File: config.mk
export PLATFORM = sky130hd
export DESIGN_NAME = lph_cfg
export DESIGN_NICKNAME = d
export VERILOG_FILES = /design/src/design/lph_pkg.sv /design/src/design/lph_cfg.sv
export SDC_FILE = /design/constraint.sdc
export NUM_CORES = 1
export LEC_CHECK = 0
export ABC_AREA = 1
export BUFFER_PORTS_ARGS = -buffer_cell sky130_fd_sc_hd__clkbuf_2
export CORE_AREA = 10 10 66 68
export CTS_BUF_LIST = sky130_fd_sc_hd__clkbuf_4 sky130_fd_sc_hd__clkbuf_8 sky130_fd_sc_hd__clkbuf_16
export DETAILED_ROUTE_END_ITERATION = 8
export DIE_AREA = 0 0 76 78
export PLACE_DENSITY = 0.81
export SKIP_CTS_REPAIR_TIMING = 1
export SLEW_MARGIN = 25
export SYNTH_ARGS = -nofsm -noshare
export SYNTH_HDL_FRONTEND = slang
export SYNTH_SLANG_ARGS = --single-unit
File: constraint.sdc
create_clock -name clk_i -period 1 [get_ports clk_i]
set_input_delay 0.3 -clock clk_i [delete_from_list [all_inputs] [get_ports clk_i]]
set_output_delay 0.3 -clock clk_i [all_outputs]
set_load 0.1 [all_outputs]
File: src/design/lph_pkg.sv
`timescale 1ns / 1ps
`default_nettype none

package lph_pkg;

  localparam int MAX_SLOTS = 1024;
  localparam int KEY_BITS  = 31;

  localparam int SLOT_BITS  = $clog2(MAX_SLOTS);
  localparam int EFF_BITS   = SLOT_BITS + 1;
  localparam int DIV_CNT_BITS = $clog2(KEY_BITS);

  // fixed field widths
  localparam int TSIZE_BITS     = 11;
  localparam int MAXK_BITS      = 10;
  localparam int SLOT_OUT_BITS  = 10;
  localparam int PROBE_OUT_BITS = 11;
  localparam int COUNT_BITS     = 10;
  localparam int APB_ADDR_BITS  = 3;
  localparam int APB_DATA_BITS  = 32;

  localparam logic [COUNT_BITS-1:0] COUNT_MAX = {COUNT_BITS{1'b1}};

  localparam logic [TSIZE_BITS-1:0] TSIZE_RESET = TSIZE_BITS'(1021);
  localparam logic [MAXK_BITS-1:0]  MAXK_RESET  = MAXK_BITS'(510);

  localparam logic OP_LOOKUP = 1'b0;
  localparam logic OP_INSERT = 1'b1;

  localparam logic REG_TABLE_SIZE = 1'b0;
  localparam logic REG_MAX_KEYS   = 1'b1;

  typedef enum logic [1:0] {
    ST_DONE = 2'd0,
    ST_DUP  = 2'd1,
    ST_FULL = 2'd2,
    ST_ZERO = 2'd3
  } status_e;

  typedef struct packed {
    logic [TSIZE_BITS-1:0] table_size;
    logic [MAXK_BITS-1:0]  max_keys;
  } cfg_t;

  typedef struct packed {
    logic                 we;
    logic [SLOT_BITS-1:0] addr;
    logic [KEY_BITS-1:0]  data;
  } mem_wr_t;

endpackage

`default_nettype wire

File: src/design/lph_cfg.sv
`timescale 1ns / 1ps
`default_nettype none

module lph_cfg (
  input  wire logic                               clk_i,
  input  wire logic                               rst_ni,
  input  wire logic                               psel,
  input  wire logic                               penable,
  input  wire logic                               pwrite,
  input  wire logic [lph_pkg::APB_ADDR_BITS-1:0]  paddr,
  input  wire logic [lph_pkg::APB_DATA_BITS-1:0]  pwdata,
  output      logic [lph_pkg::APB_DATA_BITS-1:0]  prdata,
  output      logic                               pready,
  output      lph_pkg::cfg_t                      cfg_o
);
  import lph_pkg::*;

  logic [TSIZE_BITS-1:0] table_size_q;
  logic [MAXK_BITS-1:0]  max_keys_q;
  logic                  reg_sel;
  logic                  wr_en;

  assign reg_sel = paddr[2];
  assign wr_en   = psel && penable && pwrite;
  assign pready  = 1'b1;

  always_ff @(posedge clk_i or negedge rst_ni) begin
    if (!rst_ni) begin
      table_size_q <= TSIZE_RESET;
      max_keys_q   <= MAXK_RESET;
    end else if (wr_en) begin
      unique case (reg_sel)
        REG_TABLE_SIZE: table_size_q <= pwdata[TSIZE_BITS-1:0];
        REG_MAX_KEYS:   max_keys_q   <= pwdata[MAXK_BITS-1:0];
        default: ;
      endcase
    end
  end

  always_comb begin
    unique case (reg_sel)
      REG_TABLE_SIZE: prdata = APB_DATA_BITS'(table_size_q);
      REG_MAX_KEYS:   prdata = APB_DATA_BITS'(max_keys_q);
      default:        prdata = '0;
    endcase
  end

  assign cfg_o.table_size = table_size_q;
  assign cfg_o.max_keys   = max_keys_q;

endmodule

`default_nettype wire

---- Yosys cells after proc, flatten, opt, wreduce, memory -nomap -nowiden ----
Index checks and enable logic that the tools add are counted.
word-level totals
  input port bits ......................... 40
  output and inout bits ................... 54
  word-level logic and storage cells ...... 8
  register bits after elaboration ......... 21
operators by class
  reduce and logical (&&, ||, !) cells .... 4
  multiplexer cells ....................... 1
  bitwise operators ....................... 1
operators by type and width
  kind                                 count
  one-hot mux 32 bit (2 select lines)  1
  AND reduction 2 bit                  2
  logical AND 1 bit                    2
  NOT 1 bit                            1

---- Depth between registers and ports, before layout ----
  depth in word-level cells ............... 3
  depth in mapped cells ................... 5
  depth with buffers taken out ............ 4

---- Least setup slack after synthesis ----
Ideal clock, no wire load.
  path type ............................... reg-to-output
  start point ............................. register table_size_q[10]
  end point ............................... output port prdata[10] in the netlist's numbering
  buffers on the path ..................... 0
  arrival time ............................ 2283 ps
  path slack .............................. -1583 ps
  data required time ...................... 700 ps
  stages on the path, launching flop included .. 3
  path through ............................ dfrtp_1 > inv_1 > nor2_1
on the way
  word-level cells in the longest chain between the ends .. 1
RTL lines
  what                                 RTL line       text
  start: declaration                   lph_cfg.sv:18  logic [TSIZE_BITS-1:0] table_size_q;
  start signal: assignment             lph_cfg.sv:33  REG_TABLE_SIZE: table_size_q <= pwdata[TSIZE_BITS-1:0];
  one-hot mux 32 bit (2 select lines)  lph_cfg.sv:41  unique case (reg_sel)
  end: declaration                     lph_cfg.sv:12  output logic [lph_pkg::APB_DATA_BITS-1:0] prdata,
Every way passes these cells. The select of a mux whose other input is x is not followed.

---- Worst setup path after layout ----
  start point ............................. register max_keys_q[6]
  end point ............................... output port prdata[6] in the netlist's numbering
on the way
  word-level cells in the longest chain between the ends .. 1
RTL lines
  what                                 RTL line       text
  start: declaration                   lph_cfg.sv:19  logic [MAXK_BITS-1:0] max_keys_q;
  start signal: assignment             lph_cfg.sv:34  REG_MAX_KEYS: max_keys_q <= pwdata[MAXK_BITS-1:0];
  one-hot mux 32 bit (2 select lines)  lph_cfg.sv:41
Every way passes these cells. The select of a mux whose other input is x is not followed.

==> impl_metrics.yaml <==
layout:
  fin_util_pct: 85.4
  finalNonFillerCells: 284
  antenna-diode-count: 0
  fin_nets: 279
  area_delta_synth_final_pct: 130
  drive_gt1_share_pct: 63.4
setup_path:
  timing.rr.start: "table_size_q[5]"
  required_ns: 0.70
  critical_path_class: "reg -> out"
  cp_max_fo: 2
  critPathLaunchType: "register"
  end_kind: "output port"
  crit_arrival_ns: 1.31
  cp-startpoint: "max_keys_q[6]"
sta:
  finalWorstSetupSlack_ns: -0.609
  final.setup_skew_ns: 0
  fin_crit_ns: 1.61
  finalSetupViolations: 36
  fin_tns_setup_ns: -17.49
  whs_ns: 0.190
  slew_violations: 0
  final_hold_viol_count: 0
  rsz0062_at_grt: "yes"
  fmax_ghz: 0.621
  worst_pin_slew_ns: 0.530
  slew_headroom_pct: 64.6
  fin_crit_sh_pct: 161
routing:
  vias_per_cell: 5.00
  drtIter0Drc: 120
  post_drt_wl_per_cell_um: 19.5
  routed_wl_mm: 5.54
  ant_nets: 0
  drc: 0
  vias: 1420
  dr.pass1.iters: 4
logic_synthesis:
  synth_top_family_by_area: "simple AND/OR/NAND/NOR gates"
  muxShareOfSynthArea_pct: 0
  synth_xor_xnor_area_share_pct: 0
  synth_compound_area_share_pct: 0
  synth-simple-area-share_pct: 34.6
  synth_top_cell_by_area: "dfstp_2"
  avgSynthCellArea_um2: 7.70
  synth_warnings: 0
  synth_cells: 153
  synth_area_um2: 1180
  synth_top_area_share_pct: 37.9
  synthTopCellsByArea: "dfstp_2 38%, nand2_1 23%, buf_4 15%, nand3_1 8.9%, dfrtp_1 8.5%"
  yosysSeqAreaShare_pct: 46.4
  synth_fa_ha_area_share_pct: 0
  synth-seq-cells: 21
  synthDistinctLibCells: 13
power:
  power_density_nw_per_um2: 2390
  ir_drop_mv: 1.40
  p_leak_uw: 0.00134
grt:
  antenna_found_initial: 0
  met1_usage_pct: 15.6
  grt_pass1_vias: 1509
  gr-total-overflow: 0
  grt_pass1_wl_mm: 7.21
  grt_max_degree: 22
  use_met3_pct: 2.30
  met2_usage_pct: 28.0
  grt-busiest-layer: "met2"
  track_usage_pct: 14.8
hold_path:
  hold_start: "pwdata[2]"
  hold_path.class: "in -> reg"
clocking:
  cts-root-buf: "clkbuf_4"
  cts.reportedPaths.clkPinSlew_ns: 0.13
  cts_buffers: 3
  cts.path.max_buffers: 2
  cts_tree: "yes"
  insertion_delay_ns: 0.32
  htree_num_levels: 1
  cts.sinks: 21
floorplanning:
  die_area_um2: 5930
  num_rows: 21
  coreArea_um2: 3180
  die_y_um: 78
  num_io_pins: 94
  die_w_um: 76
  start_util_pct: 37.1
placed_design:
  port_buffers: 48
  dp_slack_ns: -0.384
  dp_hpwl_mm: 3.76
  place_inst: 273
  gp_congestion: 0.778
job:
  maxCapViolCount: 0
status:
  violations: "negative setup slack"
  status: "finished with violations"
==> cells by family after synthesis <==
kind of cell | after synthesis
buf+inv | 32
flops | 21
simple gates | 98
other cells | 2
==> power by group <==
group | leakage (µW) | switching (µW) | internal, µW | total [µW]
clock network | 0.0000177 | 285 | 150 | 435
registers | 0.000234 | 245 | 1210 | 1460
logic | 0.00109 | 2930 | 1650 | 4580
total | 0.00134 | 3460 | 3020 | 6480
==> cell usage after synthesis <==
cell     number
buf_2         5
buf_4        24
nand2_1      73
nand4_2       1
nand3_1      21
dfrtp_1       4
nand4_1       1
inv_2         1
nor2_1        1
inv_1         2
dfstp_2      17
nor2_2        1
conb_1        2
==> worst max-delay path, stage by stage (launching register included) <==
cell and delay (ns):
dfstp_4 0.65, nand2_2 0.09, nand2_8 0.08, buf_12 0.16
==> cells in the final DEF (no fill, tap or decap) <==
master / count
clkbuf_4: 3
dlygate4sd3_1: 1
nand2_4: 17
dfrtp_4: 4
dfstp_4: 17
nor2_4: 1
inv_1: 1
nand4_1: 1
buf_12: 39
nor2_2: 1
conb_1: 22
nand2_2: 5
nand3_1: 21
clkinv_2: 1
nand2_8: 10
nand4_2: 1
nand2_1: 41
buf_4: 18
clkbuf_2: 16
buf_6: 16
inv_4: 2
==> per-layer routing <==
layer	share of wire (%)	vias to the layer above
met2	50	97
met3	5.7	17
met1	42	703
met4	2.5	0
met5	0	-
li1	-	603
==> sequential cells by signal, summed over array words and instances, names as in the netlist <==
signal	cells
table_size_q	11
max_keys_q	10
==> cell type report <==
cell class	count	area (µm²)
flip-flops and latches	21	626
clock inverters	1	5.00
well taps	46	57.6
inverters	3	16.3
repair buffers	90	1190
fillers	134	465
multi-input cells	120	801
clock buffers	3	22.5
==> through the flow <==
stage	area [µm²]	power, µW
after floorplan	1610	4160
after global placement	2530	5700
after detailed placement	2530	5790
after CTS	2560	6230
after global routing	2710	6660
final	2710	6480
==> final timing paths <==
kind / endpoint / slack [ns] / cells after the start
min: max_keys_q[2] / 0.19 / 3
max: prdata[6] / -0.61 / 3
min in group asynchronous: max_keys_q[9] / 0.48 / 2
max in group asynchronous: max_keys_q[0] / 0.12 / 2
min reg2reg: table_size_q[2] / 0.61 / 2
max reg2reg: table_size_q[5] / -0.08 / 4
No activity file was read; power rests on OpenSTA's default activity.
