<file path="config.mk">
export PLATFORM = sky130hd
export DESIGN_NAME = lph_mod
export DESIGN_NICKNAME = d
export VERILOG_FILES = /design/src/design/lph_pkg.sv /design/src/design/lph_mod.sv
export SDC_FILE = /design/constraint.sdc
export NUM_CORES = 1
export LEC_CHECK = 0
export BUFFER_PORTS_ARGS = -buffer_cell sky130_fd_sc_hd__clkbuf_2
export CELL_PAD_IN_SITES_DETAIL_PLACEMENT = 1
export CELL_PAD_IN_SITES_GLOBAL_PLACEMENT = 1
export CORE_ASPECT_RATIO = 2
export CORE_MARGIN = 10
export CORE_UTILIZATION = 48
export CTS_CLUSTER_SIZE = 14
export DETAILED_ROUTE_END_ITERATION = 7
export PLACE_DENSITY_LB_ADDON = 0.1
export RECOVER_POWER = 50
export SLEW_MARGIN = 20
export SYNTH_ARGS = -nofsm -noshare
export SYNTH_HDL_FRONTEND = slang
export SYNTH_SLANG_ARGS = --single-unit
</file>
<file path="constraint.sdc">
create_clock -name clk_i -period 7.15 [get_ports clk_i]
set_clock_uncertainty 0.05 [all_clocks]
set_input_delay 0 -clock clk_i [delete_from_list [all_inputs] [get_ports clk_i]]
set_output_delay 0 -clock clk_i [all_outputs]
set_load 0.02 [all_outputs]
</file>
<file path="src/design/lph_pkg.sv">
`timescale 1ns / 1ps
`default_nettype none

package lph_pkg;

  localparam int MAX_SLOTS = 1024;
  localparam int KEY_BITS  = 31;

  localparam int SLOT_BITS  = $clog2(MAX_SLOTS);
  localparam int EFF_BITS   = SLOT_BITS + 1;
  localparam int DIV_CNT_BITS = $clog2(KEY_BITS);

  // fixed field widths
  localparam int TSIZE_BITS     = 11;
  localparam int MAXK_BITS      = 10;
  localparam int SLOT_OUT_BITS  = 10;
  localparam int PROBE_OUT_BITS = 11;
  localparam int COUNT_BITS     = 10;
  localparam int APB_ADDR_BITS  = 3;
  localparam int APB_DATA_BITS  = 32;

  localparam logic [COUNT_BITS-1:0] COUNT_MAX = {COUNT_BITS{1'b1}};

  localparam logic [TSIZE_BITS-1:0] TSIZE_RESET = TSIZE_BITS'(1021);
  localparam logic [MAXK_BITS-1:0]  MAXK_RESET  = MAXK_BITS'(510);

  localparam logic OP_LOOKUP = 1'b0;
  localparam logic OP_INSERT = 1'b1;

  localparam logic REG_TABLE_SIZE = 1'b0;
  localparam logic REG_MAX_KEYS   = 1'b1;

  typedef enum logic [1:0] {
    ST_DONE = 2'd0,
    ST_DUP  = 2'd1,
    ST_FULL = 2'd2,
    ST_ZERO = 2'd3
  } status_e;

  typedef struct packed {
    logic [TSIZE_BITS-1:0] table_size;
    logic [MAXK_BITS-1:0]  max_keys;
  } cfg_t;

  typedef struct packed {
    logic                 we;
    logic [SLOT_BITS-1:0] addr;
    logic [KEY_BITS-1:0]  data;
  } mem_wr_t;

endpackage

`default_nettype wire

</file>
<file path="src/design/lph_mod.sv">
`timescale 1ns / 1ps
`default_nettype none

// Restoring remainder, one key bit per cycle, MSB first. done_o is high for a single
// cycle, registered together with the last remainder step, so rem_o holds the result.
module lph_mod (
  input  wire logic                           clk_i,
  input  wire logic                           rst_ni,
  input  wire logic                           start_i,
  input  wire logic [lph_pkg::KEY_BITS-1:0]   key_i,
  input  wire logic [lph_pkg::EFF_BITS-1:0]   size_i,
  output      logic                           done_o,
  output      logic [lph_pkg::SLOT_BITS-1:0]  rem_o
);
  import lph_pkg::*;

  logic                    busy_q;
  logic                    done_q;
  logic [DIV_CNT_BITS-1:0] bit_q;
  logic [KEY_BITS-1:0]     key_q;
  logic [EFF_BITS-1:0]     size_q;
  logic [SLOT_BITS-1:0]    rem_q;
  logic [EFF_BITS-1:0]     trial;
  logic [SLOT_BITS-1:0]    rem_d;

  always_comb begin
    trial = {rem_q, key_q[KEY_BITS-1]};
    if (trial >= size_q) begin
      rem_d = SLOT_BITS'(trial - size_q);
    end else begin
      rem_d = SLOT_BITS'(trial);
    end
  end

  always_ff @(posedge clk_i or negedge rst_ni) begin
    if (!rst_ni) begin
      busy_q <= 1'b0;
      done_q <= 1'b0;
      bit_q  <= '0;
    end else begin
      if (start_i) begin
        busy_q <= 1'b1;
        done_q <= 1'b0;
        bit_q  <= '0;
        key_q  <= key_i;
        size_q <= size_i;
        rem_q  <= '0;
      end else if (busy_q) begin
        rem_q  <= rem_d;
        key_q  <= key_q << 1;
        bit_q  <= bit_q + 1'b1;
        done_q <= (bit_q == DIV_CNT_BITS'(KEY_BITS - 1));
        if (bit_q == DIV_CNT_BITS'(KEY_BITS - 1)) begin
          busy_q <= 1'b0;
        end
      end else begin
        done_q <= 1'b0;
      end
    end
  end

  assign done_o = done_q;
  assign rem_o  = rem_q;

endmodule

`default_nettype wire

</file>
Word level (Yosys, flattened, before mapping)

Index checks and enable logic that the tools add are counted.

Word-level logic and storage cells: 24
Output and inout port bits: 11
Bits in registers: 59
Input port bits: 45

$lt $le $gt $ge: 1
Multiplexer cells: 11
Add/sub/neg operators: 2
Reductions and logical operators: 3
Equal/unequal tests: 1

Operators with widths:

| cell                | number |
|---|---|
| $mux 31             | 2 |
| $mux 10             | 2 |
| $ge 11x11->1        | 1 |
| $mux 5              | 2 |
| $sub 10x10->10      | 1 |
| $add 5x1->5 const B | 1 |
| $eq 5x5->1 const B  | 1 |
| $mux 1              | 5 |
| $reduce_and 2->1    | 2 |
| $reduce_bool 2->1   | 1 |

Logic depth before layout (Yosys ltp)

Gate-level depths: netlist of run 1.

Depth after elaboration: 4
Mapped depth: 10
Mapped depth without buffers: 10

Worst setup path before layout of run 1

Ideal clock, no wire load.

Kind: register to register
Start: reg rem_q[2] (netlist: rem_o[2])
End: reg rem_q[6] (netlist: rem_o[6]), data pin
Setup slack: 4834 ps
Period minus slack after synthesis: 2316 ps
Arrival time: 1987 ps
Setup time: 278 ps
Required time: 6822 ps
Buffers on the path: 0
Stages on the path, launching flop included: 8
Cell sequence: edfxtp_1 ha_1 a21oi_1 a21boi_1 o21a_1 or3_1 a211oi_1 a2111oi_2

Longest elaborated chain between the ends: 3
Elaborated cells between the ends (all ways): 4
Those cells by class: 1 x add/sub; 1 x order compare; 2 x mux

RTL lines:

| what                                           | RTL line                     | source |
|---|---|---|
| start: declaration                             | lph_mod.sv:22                | `logic [SLOT_BITS-1:0] rem_q;` |
| start signal: assignment                       | lph_mod.sv:49                | `rem_q <= rem_d;` |
| $sub 10x10->10 or $ge 11x11->1 (tied branches) | lph_mod.sv:29, lph_mod.sv:28 |  |
| $mux 10 (*)                                    | lph_mod.sv:28                | `if (trial >= size_q) begin` |
| $mux 10 (*)                                    | lph_mod.sv:48                | `end else if (busy_q) begin` |

Every way passes the cells marked *; elsewhere a longest branch is shown, timed or not.
A chain may end at the register's enable or synchronous reset.

Final worst setup path of run 1

Start: reg key_q[30]
End: reg rem_q[6] (netlist: rem_o[6]), data pin

Longest elaborated chain between the ends: 3
Elaborated cells between the ends (all ways): 4
Those cells by class: 1 x add/sub; 1 x order compare; 2 x mux

RTL lines:

| what                                           | RTL line                     | source |
|---|---|---|
| start: declaration                             | lph_mod.sv:20                | `logic [KEY_BITS-1:0] key_q;` |
| start signal: assignment                       | lph_mod.sv:45                | `key_q <= key_i;` |
| start signal: assignment                       | lph_mod.sv:50                | `key_q <= key_q << 1;` |
| $sub 10x10->10 or $ge 11x11->1 (tied branches) | lph_mod.sv:29, lph_mod.sv:28 |  |
| $mux 10 (*)                                    | lph_mod.sv:28                |  |
| $mux 10 (*)                                    | lph_mod.sv:48                |  |

Marked as above.

==> impl_metrics.yaml, run 1 <==
floorplanning:
  die_h_microns: 132
  initial_utilization_pct: 50.0
  fp.dieW_microns: 76.2
  die-area_sq_um: 10100
  core-area_sq_um: 6060
  ios: 56
  rows: 40
cells_and_area:
  layout-drive-gt1-share_pct: 30.4
  antenna_cells: 0
  nets: 389
  finish.utilization_pct: 67.6
  final_area_sq_um: 4100
  final_common_cell: "edfxtp_1"
  final_cell_mix: "edfxtp_1, clkbuf_2, dlygate4sd3_1"
  area_growth_pct: 35.2
sta:
  fmax_mhz: 366
  tightest_slew_ps: 2480
  slew_headroom_pct: -65.6
  finalSetupTns_ps: 0
  setup_violations: 0
  slew_violations: 51
  hold_viol: 0
  fin_crit_sh_pct: 38.2
  fin_crit_ps: 2730
  rsz0062_at_grt: "no"
setup_path:
  worst_ep_arrival_time_ps: 2640
  critical_path.reg2reg.endpoint: "rem_o[6]$_SDFFCE_PP0P_"
  path_buf_inv: 2
  cp_slowest_stage_delay_ps: 450
  critPathRequiredTime_ps: 7060
  crit_path_cell_trace: "inv_1 -> ha_1 -> inv_1 -> fa_1 -> nand3_1 -> a21boi_1 -> o21a_1 -> or3_1 -> a211oi_1 -> a2111oi_2"
  crit_family: "compound AO/OA/AOI/OAI gates"
  path_class: "flip-flop to flip-flop"
  cp-end-kind: "flip-flop"
  cpMostUsedCell: "inv_1"
  rr_startpoint: "key_q[30]$_DFFE_PP_"
  reg2reg_depth: 10
  reg2reg_setup_slack_ps: 4420
  crit_slowest_cell: "edfxtp_1"
  path_max_fanout: 2
  worstSetupStartpointType: "flip-flop"
synth:
  yosysWarnings: 0
  synth_top_cell_by_area: "edfxtp_1"
  postSynthCellCount: 226
  synth-edff-count: 52
  yosysTopAreaCellShare_pct: 51.5
  synth_seq_cells: 59
  synth.distinct_cells: 43
  syn_nets: 285
  syn_avg_cell_area_sq_um: 13.4
  async_flop_share_pct: 11.9
  synthFlopType: "edfxtp_1"
  synth_area_sq_um: 3030
  synth_area_leaders: "edfxtp_1, mux2_2, dfrtp_1"
  yosysSeqAreaShare_pct: 57.3
clock_tree:
  cts_hold_buffers: 43
  clockRootBuffer: "clkbuf_16"
  clock_sinks: 59
  numCtsBuffers: 9
  cts_setup_buffers: 0
  cts_tree: "done"
  clk_latency_ps: 330
  clock_path_buffers: 2
  cts_resized: 0
  clkTransAtPathRegs_ps: 60
  h-tree-depth: 3
hold_path:
  min_from: "size_i[1]"
  hold_class: "primary input to flip-flop"
  min_path_cells: 2
  whs_endpoint: "size_q[1]$_DFFE_PP_"
global_routing:
  grt_max_degree: 51
  grtUsageTotal_pct: 18.1
  grt_overflow_total: 0
  grt_pass1_vias: 2659
  antenna_found_initial: 0
  grt_pass1_wl_mm: 14.0
power:
  power_density_nw_per_um2: 256
  power_leakage_nw: 1.65
  peakVddDrop_uv: 211
detailed_routing:
  postRouteAntennaNets: 0
  drt_drc_violations_left: 0
  drt_iter0_drc: 133
  drt-wirelength-per-cell_microns: 21.0
  via_count: 2211
  first_pass_iters: 4
  routed_wl_mm: 8.80
  via_per_inst: 5.28
place:
  port_buffers: 55
  dpl-instance-area_sq_um: 3400
  place.gp.congestion: 0.841
  hpwl_mm: 5.35
run_status:
  status: "complete, but fails checks"
  violations: "capacitance limit, slew limit"
job:
  drv_cap: 1
where the power goes:
group	internal [mW]	leakage, nW	switching, mW
logic	0.0952	0.910	0.109
clock network	0.266	0.140	0.152
registers	0.409	0.599	0.0168
kinds of logic (layout without fill, tap and decap cells):
family,after synthesis,count (layout),synth area share [%]
flops,59,59,57.3
xor+xnor,10,10,2.89
mux,35,35,12.8
fa+ha+maj,14,14,6.03
compound gates,38,38,9.75
simple gates,47,47,8.34
buf+inv,23,132,2.85
through the flow:
| step | setup slack (ps) | hold slack (ps) | instances | power [mW] |
|---|---|---|---|---|
| 6_report | 4420 | 338 | 419 | 1.05 |
| 5_1_grt | 4220 | 342 | 419 | 1.09 |
| 4_1_cts | 4480 | 131 | 419 | 1.05 |
| 3_5_place_dp | 4500 | -72.3 | 360 | 0.614 |
| 3_3_place_gp | 4580 | -64.1 | 360 | 0.611 |
| 2_1_floorplan | 4830 | -346 | 226 | 0.556 |
cells in the mapped netlist (all sizes together), types with 2 or more instances:
library cell  count
a211oi            6
a21oi            11
a31oi             2
and2              2
buf               3
clkbuf            4
dfrtp             7
edfxtp           52
ha               13
inv              16
mux2             30
mux2i             5
nand2             8
nand2b            4
nand3             2
nand4             5
nor2             20
o211ai            3
o21a              3
o21ai             6
xnor2             6
xor2              4
cell type report:
class	instances	area (sq um)
Inverter	16	60.1
Sequential cell	59	1740
Tap cell	84	105
Multi-Input combinational cell	144	1210
Timing Repair Buffer	100	703
Fill cell	605	1960
Clock inverter	6	56.3
Clock buffer	10	229
routing by layer:
| layer | vias up | GRT usage [%] | share of wire [%] |
|---|---|---|---|
| met3 | 24 | 4.17 | 3.8 |
| met1 | 1081 | 16.2 | 33 |
| met5 | - | 0 | 0 |
| li1 | 1048 | - | - |
| met4 | 0 | 11.2 | 4.2 |
| met2 | 58 | 34.8 | 59 |
worst max path at each step:
stage                     depth (start not counted)                     end  slack, ps              startpoint
after floorplan                                   7  rem_o[6]$_SDFFCE_PP0P_       4830  rem_o[2]$_SDFFCE_PP0P_
after global placement                           10  rem_o[6]$_SDFFCE_PP0P_       4580     key_q[30]$_DFFE_PP_
after detailed placement                         10  rem_o[6]$_SDFFCE_PP0P_       4500     key_q[30]$_DFFE_PP_
after CTS                                        10  rem_o[6]$_SDFFCE_PP0P_       4480     key_q[30]$_DFFE_PP_
after global routing                              4      key_q[6]$_DFFE_PP_       4220                 start_i
final                                            10  rem_o[6]$_SDFFCE_PP0P_       4420     key_q[30]$_DFFE_PP_
flip-flops by register name (all words and copies together), names as in the netlist:
register	count
busy_q	1
rem_o	10
done_o	1
key_q	31
size_q	11
bit_q	5
(Power assumes the default switching activity.)
==> run 2, diff against run 1 <==
--- a/config.mk
+++ b/config.mk
@@ -10,7 +10,7 @@
 export CELL_PAD_IN_SITES_GLOBAL_PLACEMENT = 1
 export CORE_ASPECT_RATIO = 2
 export CORE_MARGIN = 10
-export CORE_UTILIZATION = 48
+export CORE_UTILIZATION = 40
 export CTS_CLUSTER_SIZE = 14
 export DETAILED_ROUTE_END_ITERATION = 7
 export PLACE_DENSITY_LB_ADDON = 0.1
==> constraint.sdc (replaced) <==
create_clock -name clk_i -period 2.5 [get_ports clk_i]
set_clock_uncertainty 0.05 [all_clocks]
set_input_delay 0 -clock clk_i [delete_from_list [all_inputs] [get_ports clk_i]]
set_output_delay 0 -clock clk_i [all_outputs]
set_load 0.02 [all_outputs]
==> run 2 against run 1 <==
Against the previous run:
- the flow now finishes without violations
- largest cell class unchanged
- highest routed layer unchanged
- via count is 1.4% higher
- global-route usage is 2.5 points lower
- die area is 16% higher
- critical endpoint unchanged
==> impl_metrics.yaml, run 2 (synthesis gave the netlist of run 1 again) <==
detailed_routing:
  via_per_inst: 5.03
  drt_iter0_drc: 73
  drt-wirelength-per-cell_microns: 18.9
  first_pass_iters: 4
  drt_drc_violations_left: 0
  via_count: 2243
  postRouteAntennaNets: 0
  routed_wl_mm: 8.42
place:
  hpwl_mm: 5.80
  place_inst: 383
  place.gp.congestion: 0.806
  port_buffers: 55
clock_tree:
  h-tree-depth: 3
  clk_latency_ps: 330
  numCtsBuffers: 9
  clock_sinks: 59
  clock_path_buffers: 2
  clockRootBuffer: "clkbuf_16"
  cts_tree: "done"
  clkTransAtPathRegs_ps: 50
global_routing:
  grt_overflow_total: 0
  gr-usage-met1_pct: 15.1
  grt_pass1_vias: 2670
  grt_util_met3_pct: 3.96
  grt_max_degree: 31
  met2_usage_pct: 27.6
  grtUsageTotal_pct: 15.7
  grt_pass1_wl_mm: 13.6
  busiest_layer: "met2"
  antenna_found_initial: 1
floorplanning:
  die_h_microns: 143
  rows: 44
  initial_utilization_pct: 41.4
  die-area_sq_um: 11700
  core-area_sq_um: 7320
  ios: 56
  fp.dieW_microns: 81.5
setup_path:
  reg2reg_depth: 10
  reg2reg_setup_slack_ps: 100
  critical_path.reg2reg.endpoint: "rem_o[6]$_SDFFCE_PP0P_"
  worst_ep_arrival_time_ps: 2400
  rr_startpoint: "key_q[30]$_DFFE_PP_"
  path_class: "flip-flop to flip-flop"
  critPathRequiredTime_ps: 2500
  path_max_fanout: 2
  cp-end-kind: "flip-flop"
  worstSetupStartpointType: "flip-flop"
cells_and_area:
  largest_reg_flops: 31
  stdcell_count: 446
  final_common_cell: "edfxtp_1"
  regMostFlops: "key_q"
  nets: 406
  final_cell_mix: "edfxtp_1, clkbuf_2, dlygate4sd3_1"
  area_growth_pct: 40.4
  layout-drive-gt1-share_pct: 35.2
hold_path:
  whs_endpoint: "rem_o[6]$_SDFFCE_PP0P_"
  min_path_cells: 2
  hold_class: "primary input to flip-flop"
  min_from: "start_i"
run_status:
  status: "complete, no violations"
sta:
  fmax_mhz: 417
  rsz0062_at_grt: "yes"
  hold_viol: 0
  fin_crit_ps: 2400
  slew_headroom_pct: 41.8
  finalSetupTns_ps: 0
  tightest_slew_ps: 873
  fin_crit_sh_pct: 96.0
  setup_violations: 0
  slew_violations: 0
power:
  power_density_nw_per_um2: 703
  power_leakage_nw: 1.73
  peakVddDrop_uv: 532
job:
  drv_cap: 0
## run 2: changes by cell type in the layout (fill, tap and decap cells not counted), sizes merged
cell | previous run | this run
clkinvlp | 1 | 2
clkinv | 4 | 3
clkbuf | 66 | 67
bufinv | 1 | 0
diode | 0 | 2
buf | 1 | 18
## run 2: critical path: stages, from the launching register on
cell and delay, ps:
edfxtp_1 390, inv_1 80, ha_1 170, inv_1 60, fa_2 340, nand3_1 100
a21boi_1 100, o21a_1 190, or3_1 320, a211oi_2 250, a2111oi_2 70
## run 2: how the worst max path moves through the flow
stage / depth (start not counted) / start / endpoint
finish: 10 / key_q[30]$_DFFE_PP_ / rem_o[6]$_SDFFCE_PP0P_
global route: 10 / key_q[30]$_DFFE_PP_ / rem_o[6]$_SDFFCE_PP0P_
CTS: 10 / key_q[30]$_DFFE_PP_ / rem_o[6]$_SDFFCE_PP0P_
detailed placement: 10 / key_q[30]$_DFFE_PP_ / rem_o[6]$_SDFFCE_PP0P_
global placement: 10 / key_q[30]$_DFFE_PP_ / rem_o[6]$_SDFFCE_PP0P_
floorplan: 7 / rem_o[2]$_SDFFCE_PP0P_ / rem_o[6]$_SDFFCE_PP0P_
## run 2: where the power goes
group	internal, mW	total, mW	switching (mW)
registers	1.17	1.20	0.0346
logic	0.323	0.658	0.335
clock network	0.691	1.13	0.434
## run 2: final cells by class
cell class / count / area, sq um
diodes: 2 / 5.00
clock buffers: 11 / 243
clock inverters: 5 / 30.0
fillers: 786 / 3070
inverters: 16 / 60.1
multi-input cells: 144 / 1220
flip-flops and latches: 59 / 1740
well taps: 92 / 115
repair buffers: 117 / 843
## run 2: what timing repair did
| action | 4_1_cts | 5_1_grt |
|---|---|---|
| endpoints found under the setup margin | 0 | 4 |
| resized for setup | 0 | 5 |
| endpoints found under the hold margin | 52 | 0 |
| buffers inserted | 0 | 2 |
| hold buffers | 43 | 0 |
## run 2: per-layer routing
metal  vias up  share of wire, %
met5         -                 0
met4         0               5.2
met3        19               4.0
met2        53                56
met1      1087                35
li1       1084                 -
## run 2: per-stage QoR
stage / util [%] / setup slack, ps / power, mW / hold slack, ps / area (sq um)
floorplan: - / 184 / 1.59 / -346 / 3030
global placement: 48.3 / 118 / 1.80 / 90.5 / 3530
detailed placement: 48.3 / 68.7 / 1.82 / 100 / 3530
CTS: 57.9 / 55.6 / 3.00 / 288 / 4240
global route: 58.0 / -44.2 / 3.13 / 337 / 4250
finish: 58.1 / 100 / 2.99 / 313 / 4250
==> run 3, diff against run 2 <==
--- a/config.mk
+++ b/config.mk
@@ -8,7 +8,7 @@
 export BUFFER_PORTS_ARGS = -buffer_cell sky130_fd_sc_hd__clkbuf_2
 export CELL_PAD_IN_SITES_DETAIL_PLACEMENT = 1
 export CELL_PAD_IN_SITES_GLOBAL_PLACEMENT = 1
-export CORE_ASPECT_RATIO = 2
+export CORE_ASPECT_RATIO = 0.5
 export CORE_MARGIN = 10
 export CORE_UTILIZATION = 40
 export CTS_CLUSTER_SIZE = 14
==> constraint.sdc (replaced) <==
create_clock -name clk_i -period 1.9 [get_ports clk_i]
set_clock_uncertainty 0.05 [all_clocks]
set_input_delay 0 -clock clk_i [delete_from_list [all_inputs] [get_ports clk_i]]
set_output_delay 0 -clock clk_i [all_outputs]
set_load 0.02 [all_outputs]
==> run 3 against run 2 <==
Against the previous run:
- the run now ends with setup timing left
- non-clock buffer count grew 23
- final cell count grew 6.1%
- sequential share of layout area fell by 3.9 points
- routed wire length up 6.4%
- sequential power is 33% higher
- highest routed layer unchanged
==> impl_metrics.yaml, run 3 (synthesis gave the netlist of run 1 again) <==
sta:
  rsz0062_at_grt: "yes"
  fmax_mhz: 425
  hold_viol: 0
  setup_violations: 10
  fin_crit_sh_pct: 124
  tightest_slew_ps: 1290
  slew_headroom_pct: 13.9
  slew_violations: 0
  worst_slack_ps: -454
  fin_crit_ps: 2350
place:
  place.gp.congestion: 0.847
  hpwl_mm: 5.58
  port_buffers: 55
clock_tree:
  numCtsBuffers: 9
  clockRootBuffer: "clkbuf_16"
  h-tree-depth: 3
  clkTransAtPathRegs_ps: 50
  clk_latency_ps: 330
  clock_path_buffers: 2
  clock_sinks: 59
  cts_tree: "done"
setup_path:
  path_buf_inv: 1
  reg2reg_depth: 8
  rr_startpoint: "rem_o[0]$_SDFFCE_PP0P_"
  path_max_fanout: 4
  worst_ep_arrival_time_ps: 2380
  critical_path.reg2reg.endpoint: "rem_o[3]$_SDFFCE_PP0P_"
  worstSetupStartpointType: "flip-flop"
  critPathRequiredTime_ps: 1920
  crit_slowest_cell: "edfxtp_1"
  cp-end-kind: "flip-flop"
  cp_slowest_stage_delay_ps: 490
  reg2reg_setup_slack_ps: -450
  crit_path_cell_trace: "ha_4 -> nand2b_1 -> a21oi_4 -> a31oi_4 -> o21ai_4 -> buf_6 -> mux2i_2 -> a211oi_2"
  crit_family: "compound AO/OA/AOI/OAI gates"
  path_class: "flip-flop to flip-flop"
power:
  power_leakage_nw: 1.90
  peakVddDrop_uv: 503
  power_density_nw_per_um2: 917
  power_mw: 4.31
global_routing:
  antenna_found_initial: 1
  grt_max_degree: 32
  grtUsageTotal_pct: 16.1
  grt_overflow_total: 0
  grt_pass1_wl_mm: 14.4
  grt_pass1_vias: 2773
cells_and_area:
  area_growth_pct: 55.2
  largest_reg_flops: 31
  regMostFlops: "key_q"
  nets: 430
  final_cell_mix: "clkbuf_2, edfxtp_1, dlygate4sd3_1"
  finish.utilization_pct: 64.0
  fillers: 727
  layout-drive-gt1-share_pct: 46.5
run_status:
  status: "complete, but fails checks"
  violations: "setup timing"
hold_path:
  min_from: "start_i"
  hold_class: "primary input to flip-flop"
  whs_endpoint: "bit_q[4]$_DFFE_PN0N_"
  min_path_cells: 2
floorplanning:
  initial_utilization_pct: 41.2
  core-area_sq_um: 7350
  die-area_sq_um: 11700
  rows: 22
  die_h_microns: 81.5
  fp.dieW_microns: 143
  ios: 56
detailed_routing:
  postRouteAntennaNets: 0
  routed_wl_mm: 8.96
  first_pass_iters: 4
  drt-wirelength-per-cell_microns: 18.9
  via_count: 2358
  drt_iter0_drc: 93
  via_per_inst: 4.99
  drt_drc_violations_left: 0
job:
  drv_cap: 0
-- run 3: routing by layer --
metal / vias to the layer above / global-route usage, % / routed length (microns) / share of wire, %
met4: 0 / 5.21 / 117 / 1.3
met1: 1166 / 17.2 / 3750 / 42
li1: 1128 / - / - / -
met2: 51 / 28.8 / 4630 / 52
met5: - / 0 / 0 / 0
met3: 13 / 6.74 / 466 / 5.2
-- run 3: timing repair --
action	CTS	global route
pin swaps	7	10
gates resized for setup	10	15
endpoints found under the setup margin	10	10
hold buffers	44	0
hold endpoints to repair	51	0
setup buffers	6	2
gates cloned	1	0
-- run 3: worst reg2reg max path, stage by stage, from the launching register on --
cell	delay (ps)
edfxtp_1	490
ha_4	330
nand2b_1	120
a21oi_4	220
a31oi_4	160
o21ai_4	280
buf_6	150
mux2i_2	210
a211oi_2	100
-- run 3: where the power goes --
group | internal (mW) | switching, mW | leakage (nW)
logic | 0.609 | 0.524 | 1.16
registers | 1.54 | 0.0554 | 0.599
clock network | 1.01 | 0.577 | 0.133
-- run 3: worst max-delay path by stage --
stage | from | end | slack (ps) | cells after the start
global route | key_q[30]$_DFFE_PP_ | rem_o[6]$_SDFFCE_PP0P_ | -570 | 10
CTS | key_q[30]$_DFFE_PP_ | rem_o[6]$_SDFFCE_PP0P_ | -500 | 10
floorplan | key_q[30]$_DFFE_PP_ | rem_o[6]$_SDFFCE_PP0P_ | -320 | 10
finish | rem_o[0]$_SDFFCE_PP0P_ | rem_o[3]$_SDFFCE_PP0P_ | -450 | 8
detailed placement | key_q[30]$_DFFE_PP_ | rem_o[6]$_SDFFCE_PP0P_ | -490 | 10
global placement | key_q[30]$_DFFE_PP_ | rem_o[6]$_SDFFCE_PP0P_ | -370 | 10
-- run 3: layout make-up --
| class | count | area, sq um | area share [%] |
|---|---|---|---|
| clock buffers | 11 | 233 | 4.95 |
| flip-flops and latches | 59 | 1740 | 36.9 |
| well taps | 96 | 120 | 2.56 |
| repair buffers | 140 | 1050 | 22.3 |
| multi-input cells | 145 | 1450 | 30.8 |
| diodes | 1 | 2.50 | 0.0532 |
| clock inverters | 5 | 53.8 | 1.14 |
| inverters | 16 | 60.1 | 1.28 |
-- run 3: through the flow --
step / TNS, ps / std cells / area (sq um) / setup slack [ps] / hold slack [ps]
after floorplan: -1980 / 226 / 3160 / -317 / -346
after global routing: -4520 / 473 / 4700 / -566 / 91.2
final: -3630 / 473 / 4700 / -454 / 45.3
after detailed placement: -3230 / 403 / 3790 / -488 / -194
after global placement: -2110 / 403 / 3790 / -370 / -199
after CTS: -3450 / 470 / 4620 / -498 / 49.4
